[config.mk]
export PLATFORM = sky130hd
export DESIGN_NAME = assembly_line_schedule_core
export DESIGN_NICKNAME = d
export VERILOG_FILES = /design/src/hdl/als_pkg.sv /design/src/hdl/assembly_line_schedule_core.sv /design/src/hdl/als_dp.sv /design/src/hdl/als_ctrl.sv
export VERILOG_INCLUDE_DIRS = /design/src /design/src/hdl
export SDC_FILE = /design/constraint.sdc
export NUM_CORES = 1
export LEC_CHECK = 0
export ABC_AREA = 1
export BUFFER_PORTS_ARGS = -buffer_cell sky130_fd_sc_hd__buf_2
export CAP_MARGIN = 0
export CORE_MARGIN = 5
export CORE_UTILIZATION = 25
export DETAILED_ROUTE_END_ITERATION = 16
export GPL_TIMING_DRIVEN = 0
export PLACE_DENSITY = 0.51
export SETUP_SLACK_MARGIN = 0.02
export SLEW_MARGIN = 30
export SYNTH_ARGS = -nofsm -noshare
export SYNTH_HDL_FRONTEND = slang
export SYNTH_SLANG_ARGS = --single-unit
[constraint.sdc]
create_clock -name clk -period 5.4 [get_ports clk]
set_input_delay 0.54 -clock clk [delete_from_list [all_inputs] [get_ports clk]]
set_output_delay 0.54 -clock clk [all_outputs]
set_load 0.01 [all_outputs]
[src/hdl/assembly_line_schedule_core_defines.svh]
// Assertion macros shared by the assembly line schedule RTL.
// Users need signals named clk and arst_n in the scope of each use.
`ifndef ASSEMBLY_LINE_SCHEDULE_CORE_DEFINES_SVH
`define ASSEMBLY_LINE_SCHEDULE_CORE_DEFINES_SVH

// Consequent must hold in the same cycle as the antecedent.
`define ALS_ASSERT_SAME(label, ante, cons, msg) \
	label: assert property (@(posedge clk) disable iff (!arst_n) (ante) |-> (cons)) \
		else $error(msg);

// Consequent must hold in the cycle after the antecedent.
`define ALS_ASSERT_NEXT(label, ante, cons, msg) \
	label: assert property (@(posedge clk) disable iff (!arst_n) (ante) |=> (cons)) \
		else $error(msg);

`endif

[src/hdl/als_pkg.sv]
// Shared types and constants for the assembly line schedule core.
// No dependencies; every RTL module imports this package.
package als_pkg;

	localparam int COST_W           = 24;
	localparam int TIME_W           = 16;
	localparam int STN_W            = 7;
	localparam int CFG_IDX_W        = 2;
	localparam int MAX_STATIONS_DEF = 64;

	typedef enum logic [CFG_IDX_W-1:0] {
		CFG_ENTRY_LINE1 = 2'd0,
		CFG_ENTRY_LINE2 = 2'd1,
		CFG_EXIT_LINE1  = 2'd2,
		CFG_EXIT_LINE2  = 2'd3
	} cfg_idx_t;

	typedef struct packed {
		logic [TIME_W-1:0] work_line1;
		logic [TIME_W-1:0] work_line2;
		logic [TIME_W-1:0] move_from_line1;
		logic [TIME_W-1:0] move_from_line2;
		logic              is_last;
	} item_t;

	typedef struct packed {
		logic              chosen_line;
		logic [STN_W-1:0]  station_number;
		logic [COST_W-1:0] total_time;
		logic              overflow;
		logic              final_res;
	} result_t;

	// Commands from the controller to the datapath.
	typedef struct packed {
		logic load;
		logic acs1;
		logic acs2;
		logic exit_sel;
		logic trace;
		logic prep;
		logic emit;
	} cmd_t;

	// Status from the datapath to the controller.
	typedef struct packed {
		logic cnt_zero;
		logic cnt_full;
		logic cnt_one;
		logic last;
		logic trace_done;
		logic emit_final;
	} sts_t;

endpackage

[src/hdl/assembly_line_schedule_core.sv]
// Two-line assembly line scheduler. The host presents one item per
// station on item and pulses start while busy is low; the item is
// taken at that edge. A normal station passes through both
// add-compare-select states; the first station and any station past
// capacity through the first only. On the item marked is_last the
// block picks the exit, traces back through the predecessor memory
// (one station a cycle) and reads back the path memory, then drives
// one result per station held, on consecutive cycles and each marked
// by strobe for one cycle, station 1 first, final_res set on the last.
// The receiver cannot stall. The traceback and readback take one
// memory read per cycle, which sets the length of that phase.
// Configuration writes (cfg_valid, cfg_ready, cfg_index, cfg_data) are
// taken at any edge, cfg_ready being always high; they belong between runs.
// Reset clears the cost registers, run state and configuration; the
// memories have no reset; every entry whose data is used was written first.
// Depends on als_pkg, als_ctrl, als_dp and the defines header.
`include "assembly_line_schedule_core_defines.svh"

module assembly_line_schedule_core #(
	parameter int MAX_STATIONS = als_pkg::MAX_STATIONS_DEF
) (
	input  logic                          clk,
	input  logic                          arst_n,
	input  logic                          start,
	output logic                          busy,
	input  als_pkg::item_t                item,
	output logic                          strobe,
	output als_pkg::result_t              result,
	input  logic                          cfg_valid,
	output logic                          cfg_ready,
	input  logic [als_pkg::CFG_IDX_W-1:0] cfg_index,
	input  logic [als_pkg::TIME_W-1:0]    cfg_data
);
	import als_pkg::*;

	cmd_t cmd;
	sts_t sts;

	assign cfg_ready = 1'b1;

	als_ctrl u_ctrl (
		.clk    (clk),
		.arst_n (arst_n),
		.start  (start),
		.busy   (busy),
		.strobe (strobe),
		.sts    (sts),
		.cmd    (cmd)
	);

	als_dp #(
		.MAX_STATIONS (MAX_STATIONS)
	) u_dp (
		.clk       (clk),
		.arst_n    (arst_n),
		.cmd       (cmd),
		.sts       (sts),
		.item      (item),
		.cfg_we    (cfg_valid && cfg_ready),
		.cfg_index (cfg_index),
		.cfg_data  (cfg_data),
		.result    (result)
	);

	`ALS_ASSERT_NEXT(a_accept_busy, start && !busy, busy, "Accepted item did not raise busy.")
	`ALS_ASSERT_SAME(a_strobe_busy, strobe, busy, "Result strobe while not busy.")
	`ALS_ASSERT_NEXT(a_emit_run, strobe && !result.final_res, strobe && (result.station_number == $past(result.station_number) + 7'd1), "Result run broken.")
	`ALS_ASSERT_NEXT(a_final_idle, strobe && result.final_res, !busy && !strobe, "Block not idle after final result.")

endmodule

[src/hdl/als_dp.sv]
// Datapath of the assembly line schedule core: configuration registers,
// running costs, predecessor and path memories, traceback and result fields.
// Depends on als_pkg.
module als_dp #(
	parameter int MAX_STATIONS = als_pkg::MAX_STATIONS_DEF
) (
	input  logic                            clk,
	input  logic                            arst_n,
	input  als_pkg::cmd_t                   cmd,
	output als_pkg::sts_t                   sts,
	input  als_pkg::item_t                  item,
	input  logic                            cfg_we,
	input  logic [als_pkg::CFG_IDX_W-1:0]   cfg_index,
	input  logic [als_pkg::TIME_W-1:0]      cfg_data,
	output als_pkg::result_t                result
);
	import als_pkg::*;

	localparam int IDX_W = (MAX_STATIONS > 1) ? $clog2(MAX_STATIONS) : 1;
	localparam logic [STN_W-1:0] CNT_MAX = STN_W'(MAX_STATIONS);
	localparam int SUM_W = COST_W + 1;

	item_t             item_q;
	logic [TIME_W-1:0] entry1_q, entry2_q, exit1_q, exit2_q;
	logic [COST_W-1:0] cost1_q, cost2_q, total_q;
	logic [STN_W-1:0]  cnt_q;
	logic              drop_q;
	logic [SUM_W-1:0]  base1_s1, base2_s1;
	logic [1:0]        from_s1;
	logic              line_q;
	logic [IDX_W-1:0]  ti_q, eo_q;
	logic [1:0]        cf_rd_q;
	logic              ps_rd_q;

	logic [1:0]        cf_mem [MAX_STATIONS];
	logic              ps_mem [MAX_STATIONS];

	logic [SUM_W-1:0]  via1, via2, sum1, sum2, t1, t2;
	logic              stay1, stay2, pick2, line_n;
	logic [STN_W-1:0]  cnt_m1, stn;
	logic [IDX_W-1:0]  ti_m1, cf_raddr, ps_raddr, ps_waddr;
	logic              ps_we, ps_wdata;

	assign via1  = {1'b0, cost1_q} + SUM_W'(item_q.move_from_line1);
	assign via2  = {1'b0, cost2_q} + SUM_W'(item_q.move_from_line2);
	assign stay1 = ({1'b0, cost1_q} <= via2);
	assign stay2 = ({1'b0, cost2_q} <= via1);
	assign sum1  = base1_s1 + SUM_W'(item_q.work_line1);
	assign sum2  = base2_s1 + SUM_W'(item_q.work_line2);
	assign t1    = {1'b0, cost1_q} + SUM_W'(exit1_q);
	assign t2    = {1'b0, cost2_q} + SUM_W'(exit2_q);
	assign pick2 = !(t1 <= t2);

	assign cnt_m1 = cnt_q - STN_W'(1);
	assign ti_m1  = ti_q - IDX_W'(1);
	assign stn    = STN_W'(eo_q) + STN_W'(1);
	// Bit 0 holds the predecessor of line 1, bit 1 that of line 2.
	assign line_n = cf_rd_q[line_q];

	assign cf_raddr = cmd.trace ? ti_m1 : cnt_m1[IDX_W-1:0];
	assign ps_raddr = cmd.emit ? (eo_q + IDX_W'(1)) : '0;
	assign ps_we    = cmd.exit_sel | cmd.trace;
	assign ps_waddr = cmd.trace ? ti_m1 : cnt_m1[IDX_W-1:0];
	assign ps_wdata = cmd.trace ? line_n : pick2;

	assign sts.cnt_zero   = (cnt_q == '0);
	assign sts.cnt_full   = (cnt_q >= CNT_MAX);
	assign sts.cnt_one    = (cnt_q == STN_W'(1));
	assign sts.last       = item_q.is_last;
	assign sts.trace_done = (ti_q == IDX_W'(1));
	assign sts.emit_final = (stn == cnt_q);

	assign result.chosen_line    = ps_rd_q;
	assign result.station_number = stn;
	assign result.total_time     = total_q;
	assign result.overflow       = drop_q;
	assign result.final_res      = (stn == cnt_q);

	always_ff @(posedge clk or negedge arst_n) begin
		if (!arst_n) begin
			entry1_q <= '0;
			entry2_q <= '0;
			exit1_q  <= '0;
			exit2_q  <= '0;
			cost1_q  <= '0;
			cost2_q  <= '0;
			cnt_q    <= '0;
			drop_q   <= 1'b0;
		end else begin
			if (cfg_we) begin
				case (cfg_idx_t'(cfg_index))
					CFG_ENTRY_LINE1: entry1_q <= cfg_data;
					CFG_ENTRY_LINE2: entry2_q <= cfg_data;
					CFG_EXIT_LINE1:  exit1_q  <= cfg_data;
					CFG_EXIT_LINE2:  exit2_q  <= cfg_data;
					default: ;
				endcase
			end
			if (cmd.acs1) begin
				if (sts.cnt_full) begin
					drop_q <= 1'b1;
				end else if (sts.cnt_zero) begin
					cost1_q <= COST_W'(entry1_q) + COST_W'(item_q.work_line1);
					cost2_q <= COST_W'(entry2_q) + COST_W'(item_q.work_line2);
					cnt_q   <= STN_W'(1);
				end
			end
			if (cmd.acs2) begin
				cost1_q <= sum1[COST_W-1:0];
				cost2_q <= sum2[COST_W-1:0];
				cnt_q   <= cnt_q + STN_W'(1);
			end
			// The run state clears as the last result of the run goes out.
			if (cmd.emit && sts.emit_final) begin
				cost1_q <= '0;
				cost2_q <= '0;
				cnt_q   <= '0;
				drop_q  <= 1'b0;
			end
		end
	end

	always_ff @(posedge clk) begin
		if (cmd.load) begin
			item_q <= item;
		end
		if (cmd.acs1) begin
			base1_s1 <= stay1 ? {1'b0, cost1_q} : via2;
			base2_s1 <= stay2 ? {1'b0, cost2_q} : via1;
			from_s1  <= {stay2, !stay1};
		end
		if (cmd.exit_sel) begin
			total_q <= pick2 ? t2[COST_W-1:0] : t1[COST_W-1:0];
			line_q  <= pick2;
			ti_q    <= cnt_m1[IDX_W-1:0];
		end
		if (cmd.trace) begin
			line_q <= line_n;
			ti_q   <= ti_m1;
		end
		if (cmd.prep) begin
			eo_q <= '0;
		end
		if (cmd.emit) begin
			eo_q <= eo_q + IDX_W'(1);
		end
	end

	always_ff @(posedge clk) begin
		if (cmd.acs2) begin
			cf_mem[cnt_q[IDX_W-1:0]] <= from_s1;
		end
		cf_rd_q <= cf_mem[cf_raddr];
	end

	always_ff @(posedge clk) begin
		if (ps_we) begin
			ps_mem[ps_waddr] <= ps_wdata;
		end
		ps_rd_q <= ps_mem[ps_raddr];
	end

endmodule

[src/hdl/als_ctrl.sv]
// Controller of the assembly line schedule core: sequences the two
// add-compare-select steps, exit choice, traceback and result output.
// Depends on als_pkg.
module als_ctrl (
	input  logic          clk,
	input  logic          arst_n,
	input  logic          start,
	output logic          busy,
	output logic          strobe,
	input  als_pkg::sts_t sts,
	output als_pkg::cmd_t cmd
);
	import als_pkg::*;

	typedef enum logic [2:0] {
		ST_IDLE,
		ST_ACS1,
		ST_ACS2,
		ST_EXIT,
		ST_TRACE,
		ST_PREP,
		ST_EMIT
	} state_t;

	state_t state_q, state_n;
	logic   busy_q;

	always_comb begin
		state_n = state_q;
		case (state_q)
			ST_IDLE: begin
				if (start) begin
					state_n = ST_ACS1;
				end
			end
			ST_ACS1: begin
				if (!sts.cnt_zero && !sts.cnt_full) begin
					state_n = ST_ACS2;
				end else begin
					state_n = sts.last ? ST_EXIT : ST_IDLE;
				end
			end
			ST_ACS2: begin
				state_n = sts.last ? ST_EXIT : ST_IDLE;
			end
			ST_EXIT: begin
				state_n = sts.cnt_one ? ST_PREP : ST_TRACE;
			end
			ST_TRACE: begin
				if (sts.trace_done) begin
					state_n = ST_PREP;
				end
			end
			ST_PREP: begin
				state_n = ST_EMIT;
			end
			ST_EMIT: begin
				if (sts.emit_final) begin
					state_n = ST_IDLE;
				end
			end
			default: begin
				state_n = ST_IDLE;
			end
		endcase
	end

	always_ff @(posedge clk or negedge arst_n) begin
		if (!arst_n) begin
			state_q <= ST_IDLE;
			busy_q  <= 1'b0;
		end else begin
			state_q <= state_n;
			busy_q  <= (state_n != ST_IDLE);
		end
	end

	assign busy   = busy_q;
	assign strobe = (state_q == ST_EMIT);

	assign cmd.load     = (state_q == ST_IDLE) && start;
	assign cmd.acs1     = (state_q == ST_ACS1);
	assign cmd.acs2     = (state_q == ST_ACS2);
	assign cmd.exit_sel = (state_q == ST_EXIT);
	assign cmd.trace    = (state_q == ST_TRACE);
	assign cmd.prep     = (state_q == ST_PREP);
	assign cmd.emit     = (state_q == ST_EMIT);

endmodule
==> results of run 1 <==
==> layout by cell type (no fill, tap or decap), types with 19 or more instances in the layout <==
cell type	synthesis	final
o21ai_0	199	199
nor2_1	295	295
nand3_1	223	223
a21oi_1	211	211
inv_1	322	319
xor2_1	88	88
o22ai_1	22	22
ha_1	206	206
buf_2	32	153
nand2_1	973	972
nor3_1	41	40
o21bai_1	19	19
xnor2_1	32	32
clkbuf_1	26	37
dfrtp_1	124	124
clkbuf_16	0	57
edfxtp_1	344	344
nand4_1	45	45
==> power by group through the flow <==
stage	combinational [mW]	clock, mW	sequential (mW)
finish	12.3	3.93	6.17
global route	13.8	4.17	6.20
CTS	12.2	4.02	6.17
detailed placement	12.2	0	6.23
global placement	11.9	0	6.39
floorplan	8.43	0	5.74
==> final cells by class <==
class	instances	area [um^2]	share of cell area
Timing Repair Buffer	138	839.6	0.02500
Sequential cell	471	13490	0.4018
Tap cell	1512	1892	0.05634
Antenna cell	6	15.01	0.0004471
Clock buffer	70	1495	0.04452
Clock inverter	37	397.9	0.01185
Buffer	80	422.9	0.01259
Inverter	337	1271	0.03786
Multi-Input combinational cell	2532	13750	0.4096
==> worst paths after layout <==
| check | startpoint | end | slack, ns | depth (start not counted) |
|---|---|---|---|---|
| max in group asynchronous | arst_n | u_dp.exit2_q[0] | 4.22 | 3 |
| worst min register to register | u_dp.exit2_q[9] | u_dp.exit2_q[9] | 0.49 | 2 |
| min in group asynchronous | arst_n | u_dp.entry2_q[9] | 0.42 | 2 |
| worst max register to register | u_dp.cost2_q[2] | u_dp.ps_mem[2] | 0.33 | 16 |
| worst min-delay path | item[11] | u_dp.item_q[11] | 0.06 | 1 |
| worst max-delay path | u_dp.cost2_q[2] | u_dp.ps_mem[2] | 0.33 | 16 |
==> worst max-delay path: cells and delay by family (launching register included) <==
kind	cells	cell delay, ns
buffers and inverters	2	0.32
AO/OA/AOI/OAI	4	1.20
adder cells (fa/ha/maj)	2	0.64
AND/OR/NAND/NOR	7	1.61
flip-flops	1	0.61
XOR/XNOR	1	0.29
==> metal layers <==
layer,routed length (um),global-route usage,vias to the layer above,share of wire
li1,-,-,12010,-
met1,46200,0.2228,11720,0.46
met2,45350,0.2584,722,0.45
met3,5768,0.02358,142,0.057
met4,4052,0.06056,0,0.040
met5,0,0,-,0
==> sequential cells by signal (all words and copies together) (netlist names), 2 cells and up <==
name,count
u_dp.eo_q,6
u_dp.cost2_q,24
u_dp.item_q,64
u_dp.cost1_q,24
u_dp.entry2_q,16
u_ctrl.state_q,3
u_dp.cf_mem,128
u_dp.ps_mem,64
u_dp.total_q,24
u_dp.ti_q,6
u_dp.exit2_q,16
u_dp.cf_rd_q,2
u_dp.entry1_q,16
u_dp.exit1_q,16
u_dp.cnt_q,7
u_dp.base1_s1,24
u_dp.from_s1,2
u_dp.base2_s1,24
==> per-stage QoR <==
stage	setup WS [ns]	TNS (ns)	power, mW	instance area (um^2)
2_1_floorplan	1.175	0	14.17	28910
3_3_place_gp	-0.7580	-70.67	18.29	31420
4_1_cts	0.05729	0	22.42	33540
5_1_grt	0.03863	0	24.15	33570
3_5_place_dp	0.1350	0	18.40	31640
6_report	0.3277	0	22.39	33580
==> cells by family (layout without fill, tap and decap cells) <==
| logic type | Yosys count | in the layout | share of synthesized area |
|---|---|---|---|
| compound gates | 555 | 555 | 0.1071 |
| simple gates | 1641 | 1641 | 0.2362 |
| fa+ha+maj | 214 | 214 | 0.09470 |
| buf+inv | 417 | 662 | 0.05839 |
| xor+xnor | 120 | 120 | 0.03636 |
| other cells | 1 | 7 | 0.0001297 |
| mux | 1 | 1 | 0.0003895 |
| flops | 471 | 471 | 0.4668 |
==> repair_timing <==
action                                  in CTS  in global routing
gates resized for setup                      0                  2
endpoints found under the setup margin       0                 80
setup buffers                                0                  2
hold endpoints to repair                    61                  0
hold buffers                                 1                  0
==> flow_summary.ini, run 1 <==
[synth]
yosysMostFrequentCell = nand2_1
yosys.area.top_type = edfxtp_1
ys_warn_count = 0
ys_types = 56
synth_cells = 3420
synthTopCellsByArea = edfxtp_1 36%, nand2_1 13%, dfrtp_1 11%
synth_seq_cells = 471
netlist_area_um2 = 28910
synth_nets = 3721
avgSynthCellArea_um2 = 8.453
async_flop_share = 0.2633
ys_seq_area_frac = 0.4668
synth-edff-count = 344
post-synth-top-area-fraction = 0.3573
synth_ff_type = edfxtp_1
synth_top_cells_by_count = 973 x nand2_1, 344 x edfxtp_1, 322 x inv_1, 295 x nor2_1, 223 x nand3_1

[cells_and_area]
fillers = 12230
nNetsFinal = 3918
fin_cells = 5183
final_util = 0.2929
area_growth_pct = 16.17
drive_gt1_frac = 0.09113

[sta]
tightest_slew_ns = 1.035
fin_hold_ws_ns = 0.05989
skew_ns = 0.02615
maxSlewViolCount = 0
slew_headroom = 0.3103
fin_crit_ns = 5.072
rsz0062_at_grt = false
setup_violations = 0
finalCritPeriodShare = 0.9393
max_freq_mhz = 197.1
finalHoldViolCount = 0

[critical_path]
crit_path_max_incr_delay_ns = 0.61
critical_path_required_ns = 5.70
crit_type = reg -> reg
critPathArrivalTime_ns = 5.37
path_max_fanout = 65
path_cells = ha_1, a21oi_1, nand2_1, a21boi_0, o21ai_0, a21oi_1, xor2_1, inv_1, ha_1, and3_1, nand4_1, nor3_1, nand4_4, buf_2, nand3_1, nand2_8
start_kind = flop
critPathSlowestCell = dfrtp_1
end_kind = flop

[placed_design]
port_buffers = 122
hpwl_mm = 79.07
placed_cells = 5067
gp_congestion = 0.9035

[die]
chipHeight_um = 350.0
die_area_um2 = 122500
core_area_um2 = 114700
row_count = 124
pin_count = 124
die_w_um = 350.0
start_util = 0.2521

[routing]
drc = 0
drt_iter0_drc = 1977
wl_per_cell_um = 19.56
avgViaCountPerCell = 4.745
vias = 24590
wl_mm = 101.4
ant_nets = 0
first_pass_iters = 5

[grt]
grtUsageTotal = 0.1617
antenna_found_initial = 7
grt_pass1_vias = 23290
grt_pass1_wl_mm = 148.8
grt_overflow = 0
grt_start_max_net_pins = 66

[pwr]
p_leak_nw = 14.66
clkPwrFrac = 0.176
switchingPower_mw = 10.92
power_frac_seq = 0.275
p_int_mw = 11.47
ir_worst_vdd_uv = 283.9
powerDensity_nw_per_um2 = 666.8
pwr-share-comb = 0.549
p_sw_frac = 0.4877

[clocking]
path_clk_slew_ns = 0.06
cts_buffers = 57
clk_path_buf_depth = 3
cts_root_buf = clkbuf_16
clk-insertion-delay-late_ns = 0.66
clock-sinks = 471
htree_levels = 2
cts_tree = yes

[min_path]
worst_hold_path_type = in -> reg

[run_status]
outcome = complete, no violations

[job]
drv_cap = 0
No activity file was read; power rests on OpenSTA's default activity.
==> inputs of run 2 (changes only) <==
--- a/config.mk
+++ b/config.mk
@@ -9,6 +9,7 @@
 export ABC_AREA = 1
 export BUFFER_PORTS_ARGS = -buffer_cell sky130_fd_sc_hd__buf_2
 export CAP_MARGIN = 0
+export CORE_ASPECT_RATIO = 1.4
 export CORE_MARGIN = 5
 export CORE_UTILIZATION = 25
 export DETAILED_ROUTE_END_ITERATION = 16
@@ -18,4 +19,5 @@
 export SLEW_MARGIN = 30
 export SYNTH_ARGS = -nofsm -noshare
 export SYNTH_HDL_FRONTEND = slang
+export SYNTH_HIERARCHICAL = 1
 export SYNTH_SLANG_ARGS = --single-unit
==> run 2 against run 1 <==
  * Register-to-register slack improved by 0.09 ns
  * Fmax increased by 1.8%
  * Routed wire length increased by 3.5%
  * Combinational power about the same
  * Final cell count decreased by 1.7%
  * Setup slack improved by 0.088 ns
  * Via count decreased by 1.5%
  * Sequential cell count unchanged
  * Design area decreased by 0.17%
  * Clock power decreased by 2%
  * Core utilization about the same
  * Die area decreased by 0.40%
  * Critical endpoint is now u_dp/ps_mem[35]
==> flow_summary.ini, run 2 <==
[synth]
synthTopCellsByArea = edfxtp_1 36%, nand2_1 12%, dfrtp_1 11%
synth_ff_type = edfxtp_1
synth-edff-count = 344
yosysMostFrequentCell = nand2_1
avgSynthCellArea_um2 = 8.551
synth_nets = 3665
synth_top_cells_by_count = 919 x nand2_1, 344 x edfxtp_1, 318 x nor2_1, 317 x inv_1, 218 x o21ai_0
ys_seq_area_frac = 0.4691
synth_cells = 3364
async_flop_share = 0.2633
ys_types = 59
netlist_area_um2 = 28770
post-synth-top-area-fraction = 0.3591
ys_warn_count = 6
synth_seq_cells = 471
yosys.area.top_type = edfxtp_1

[die]
start_util = 0.2510
pin_count = 124
die_area_um2 = 122000
row_count = 147
core_area_um2 = 114600
chipHeight_um = 411.4
die_w_um = 296.7

[cells_and_area]
nNetsFinal = 3862
area_growth_pct = 16.55
fillers = 12280
diodes = 0
layout_commonest_cell = nand2_1
layout_common_cells = 918 x nand2_1, 344 x edfxtp_1, 316 x nor2_1, 316 x inv_1, 217 x o21ai_0
final_util = 0.2926
largest_reg_flops = 128
drive_gt1_frac = 0.09537

[routing]
met2_length_mm = 54.50
wl_per_cell_um = 20.58
ant_nets = 0
drt-met1-wl_mm = 41.34
drt_iter0_drc = 1439
highest_layer = met4
wl_mm = 104.9
first_pass_iters = 5
vias = 24220
avgViaCountPerCell = 4.752
met3_length_mm = 5.057
drc = 0

[clocking]
clk_path_buf_depth = 3
clock-sinks = 471
htree_levels = 2
path_clk_slew_ns = 0.06
clk-insertion-delay-late_ns = 0.65
cts_tree = yes
cts_root_buf = clkbuf_16
cts_buffers = 54

[pwr]
ir_worst_vdd_uv = 403.6
total_power_mw = 22.10
p_leak_nw = 14.64
powerDensity_nw_per_um2 = 659.3

[min_path]
worst_hold_path_type = in -> reg
holdPathEnd = u_dp/item_q[17]
hold_depth = 1
hp-start = item[17]

[sta]
maxSlewViolCount = 0
fin_crit_ns = 4.985
finalHoldViolCount = 0
max_freq_mhz = 200.6
finalCritPeriodShare = 0.9231
slew_headroom = 0.1424
skew_ns = 0.04675
tightest_slew_ns = 1.273
rsz0062_at_grt = false
setup_violations = 0

[placed_design]
hpwl_mm = 82.54
port_buffers = 122
gp_congestion = 0.9099

[grt]
grt_pass1_wl_mm = 152.7
grt_pass1_vias = 23930
grt_start_max_net_pins = 72
grt_overflow = 0
grtUsageTotal = 0.1668
antenna_found_initial = 4

[critical_path]
reg2reg_to = u_dp/ps_mem[35]
crit_type = reg -> reg
rrSetupSlack_ns = 0.42
path_max_fanout = 33
critPathArrivalTime_ns = 5.40
end_kind = flop
start_kind = flop
critical_path_required_ns = 5.81
worstReg2RegStart = u_dp/cost1_q[1]
ff2ff_path_depth = 24

[run_status]
outcome = complete, no violations

[job]
drv_cap = 0
run 2: cell count changes after synthesis, moves of 6 or more:
| cell | previous run | this run |
|---|---|---|
| a21oi_1 | 211 | 184 |
| nand3_1 | 223 | 203 |
| nand4_1 | 45 | 73 |
| nor2_1 | 295 | 318 |
| nor3_1 | 41 | 28 |
| a21boi_0 | 4 | 10 |
| buf_2 | 32 | 19 |
| o21a_1 | 13 | 4 |
| clkbuf_1 | 26 | 36 |
| nand2_1 | 973 | 919 |
| o21bai_1 | 19 | 9 |
| nand2_2 | 16 | 9 |
| o21ai_0 | 199 | 218 |
run 2: how the worst max path moves through the flow:
stage / end / depth (start not counted) / start / slack [ns]
after floorplan: u_dp/line_q / 25 / u_dp/cost2_q[0] / 0.88
after global placement: u_dp/ps_mem[2] / 24 / u_dp/cost1_q[1] / -1.47
after detailed placement: u_dp/ps_mem[42] / 24 / u_dp/cost1_q[1] / -0.42
after CTS: u_dp/ps_mem[33] / 24 / u_dp/cost1_q[1] / 0.10
after global routing: u_dp/ps_mem[33] / 25 / u_dp/cost2_q[0] / 0.12
final: u_dp/ps_mem[35] / 24 / u_dp/cost1_q[1] / 0.42
run 2: repair_timing:
action / CTS / global route
hold buffers: 1 / 0
endpoints found under the setup margin: 65 / 65
resized for setup: 3 / 8
pin swaps: 0 / 1
hold endpoints to repair: 53 / 0
buffers inserted: 0 / 2
cloned: 0 / 1
run 2: through the flow:
stage	setup WS [ns]	std cells	TNS (ns)	cell area [um^2]	hold WS [ns]
2_1_floorplan	0.8791	3364	0	28770	0.2444
3_3_place_gp	-1.468	4976	-171.70	31240	0.4727
3_5_place_dp	-0.4182	4991	-27.06	31570	0.4786
4_1_cts	0.1001	5094	0	33470	0.02784
5_1_grt	0.1168	5097	0	33520	0.03974
6_report	0.4154	5097	0	33520	0.07321
run 2: cell families after synthesis:
family	count (synthesis)	synth area share
and+or+nand+nor	1605	0.2356
AOI/OAI and AO/OA	538	0.1035
DFF	471	0.4691
buffers and inverters	413	0.05868
adders and majority gates	214	0.09517
xor gates and xnor gates	118	0.03645
muxes	4	0.001435
other	1	0.0001304
run 2: final cells by class:
cell class	instances	area, um^2	area share
repair buffers	140	939.7	0.02803
clock buffers	76	1555	0.04639
multi-input cells	2481	13660	0.4074
flip-flops and latches	471	13500	0.4026
plain buffers	80	441.7	0.01317
inverters	333	1254	0.03740
well taps	1490	1864	0.05561
clock inverters	26	314.1	0.009368
run 2: per-layer routing:
layer  vias up  global-route usage
met1     11620              0.1941
met5         -                   0
met3       156             0.02372
met2       595              0.3102
met4         0             0.05860
li1      11850                   -
run 2: where the power goes:
group	switching, mW	total, mW	internal, mW
sequential	1.08	6.27	5.19
combinational	8.04	12.0	3.92
clock	1.61	3.87	2.26
run 2: worst max-delay path, cell delays in order, from the launching register on:
cell and delay, ns:
dfrtp_2 0.59, clkinvlp_4 0.29, fa_1 0.50, inv_1 0.07, nand3_1 0.06, nand2_1 0.10
nand2_1 0.05, nand2_1 0.13, nand2_1 0.19, nand2_1 0.22, xor2_1 0.36, ha_1 0.22
nand2_1 0.11, nor4_2 0.43, nand2_1 0.10, nand2_1 0.12, nand2_1 0.07, nand2_1 0.06
nand2_1 0.04, nand3_1 0.06, nand2_1 0.06, nand2_2 0.16, buf_2 0.29, nand3_4 0.21
nand2_8 0.24
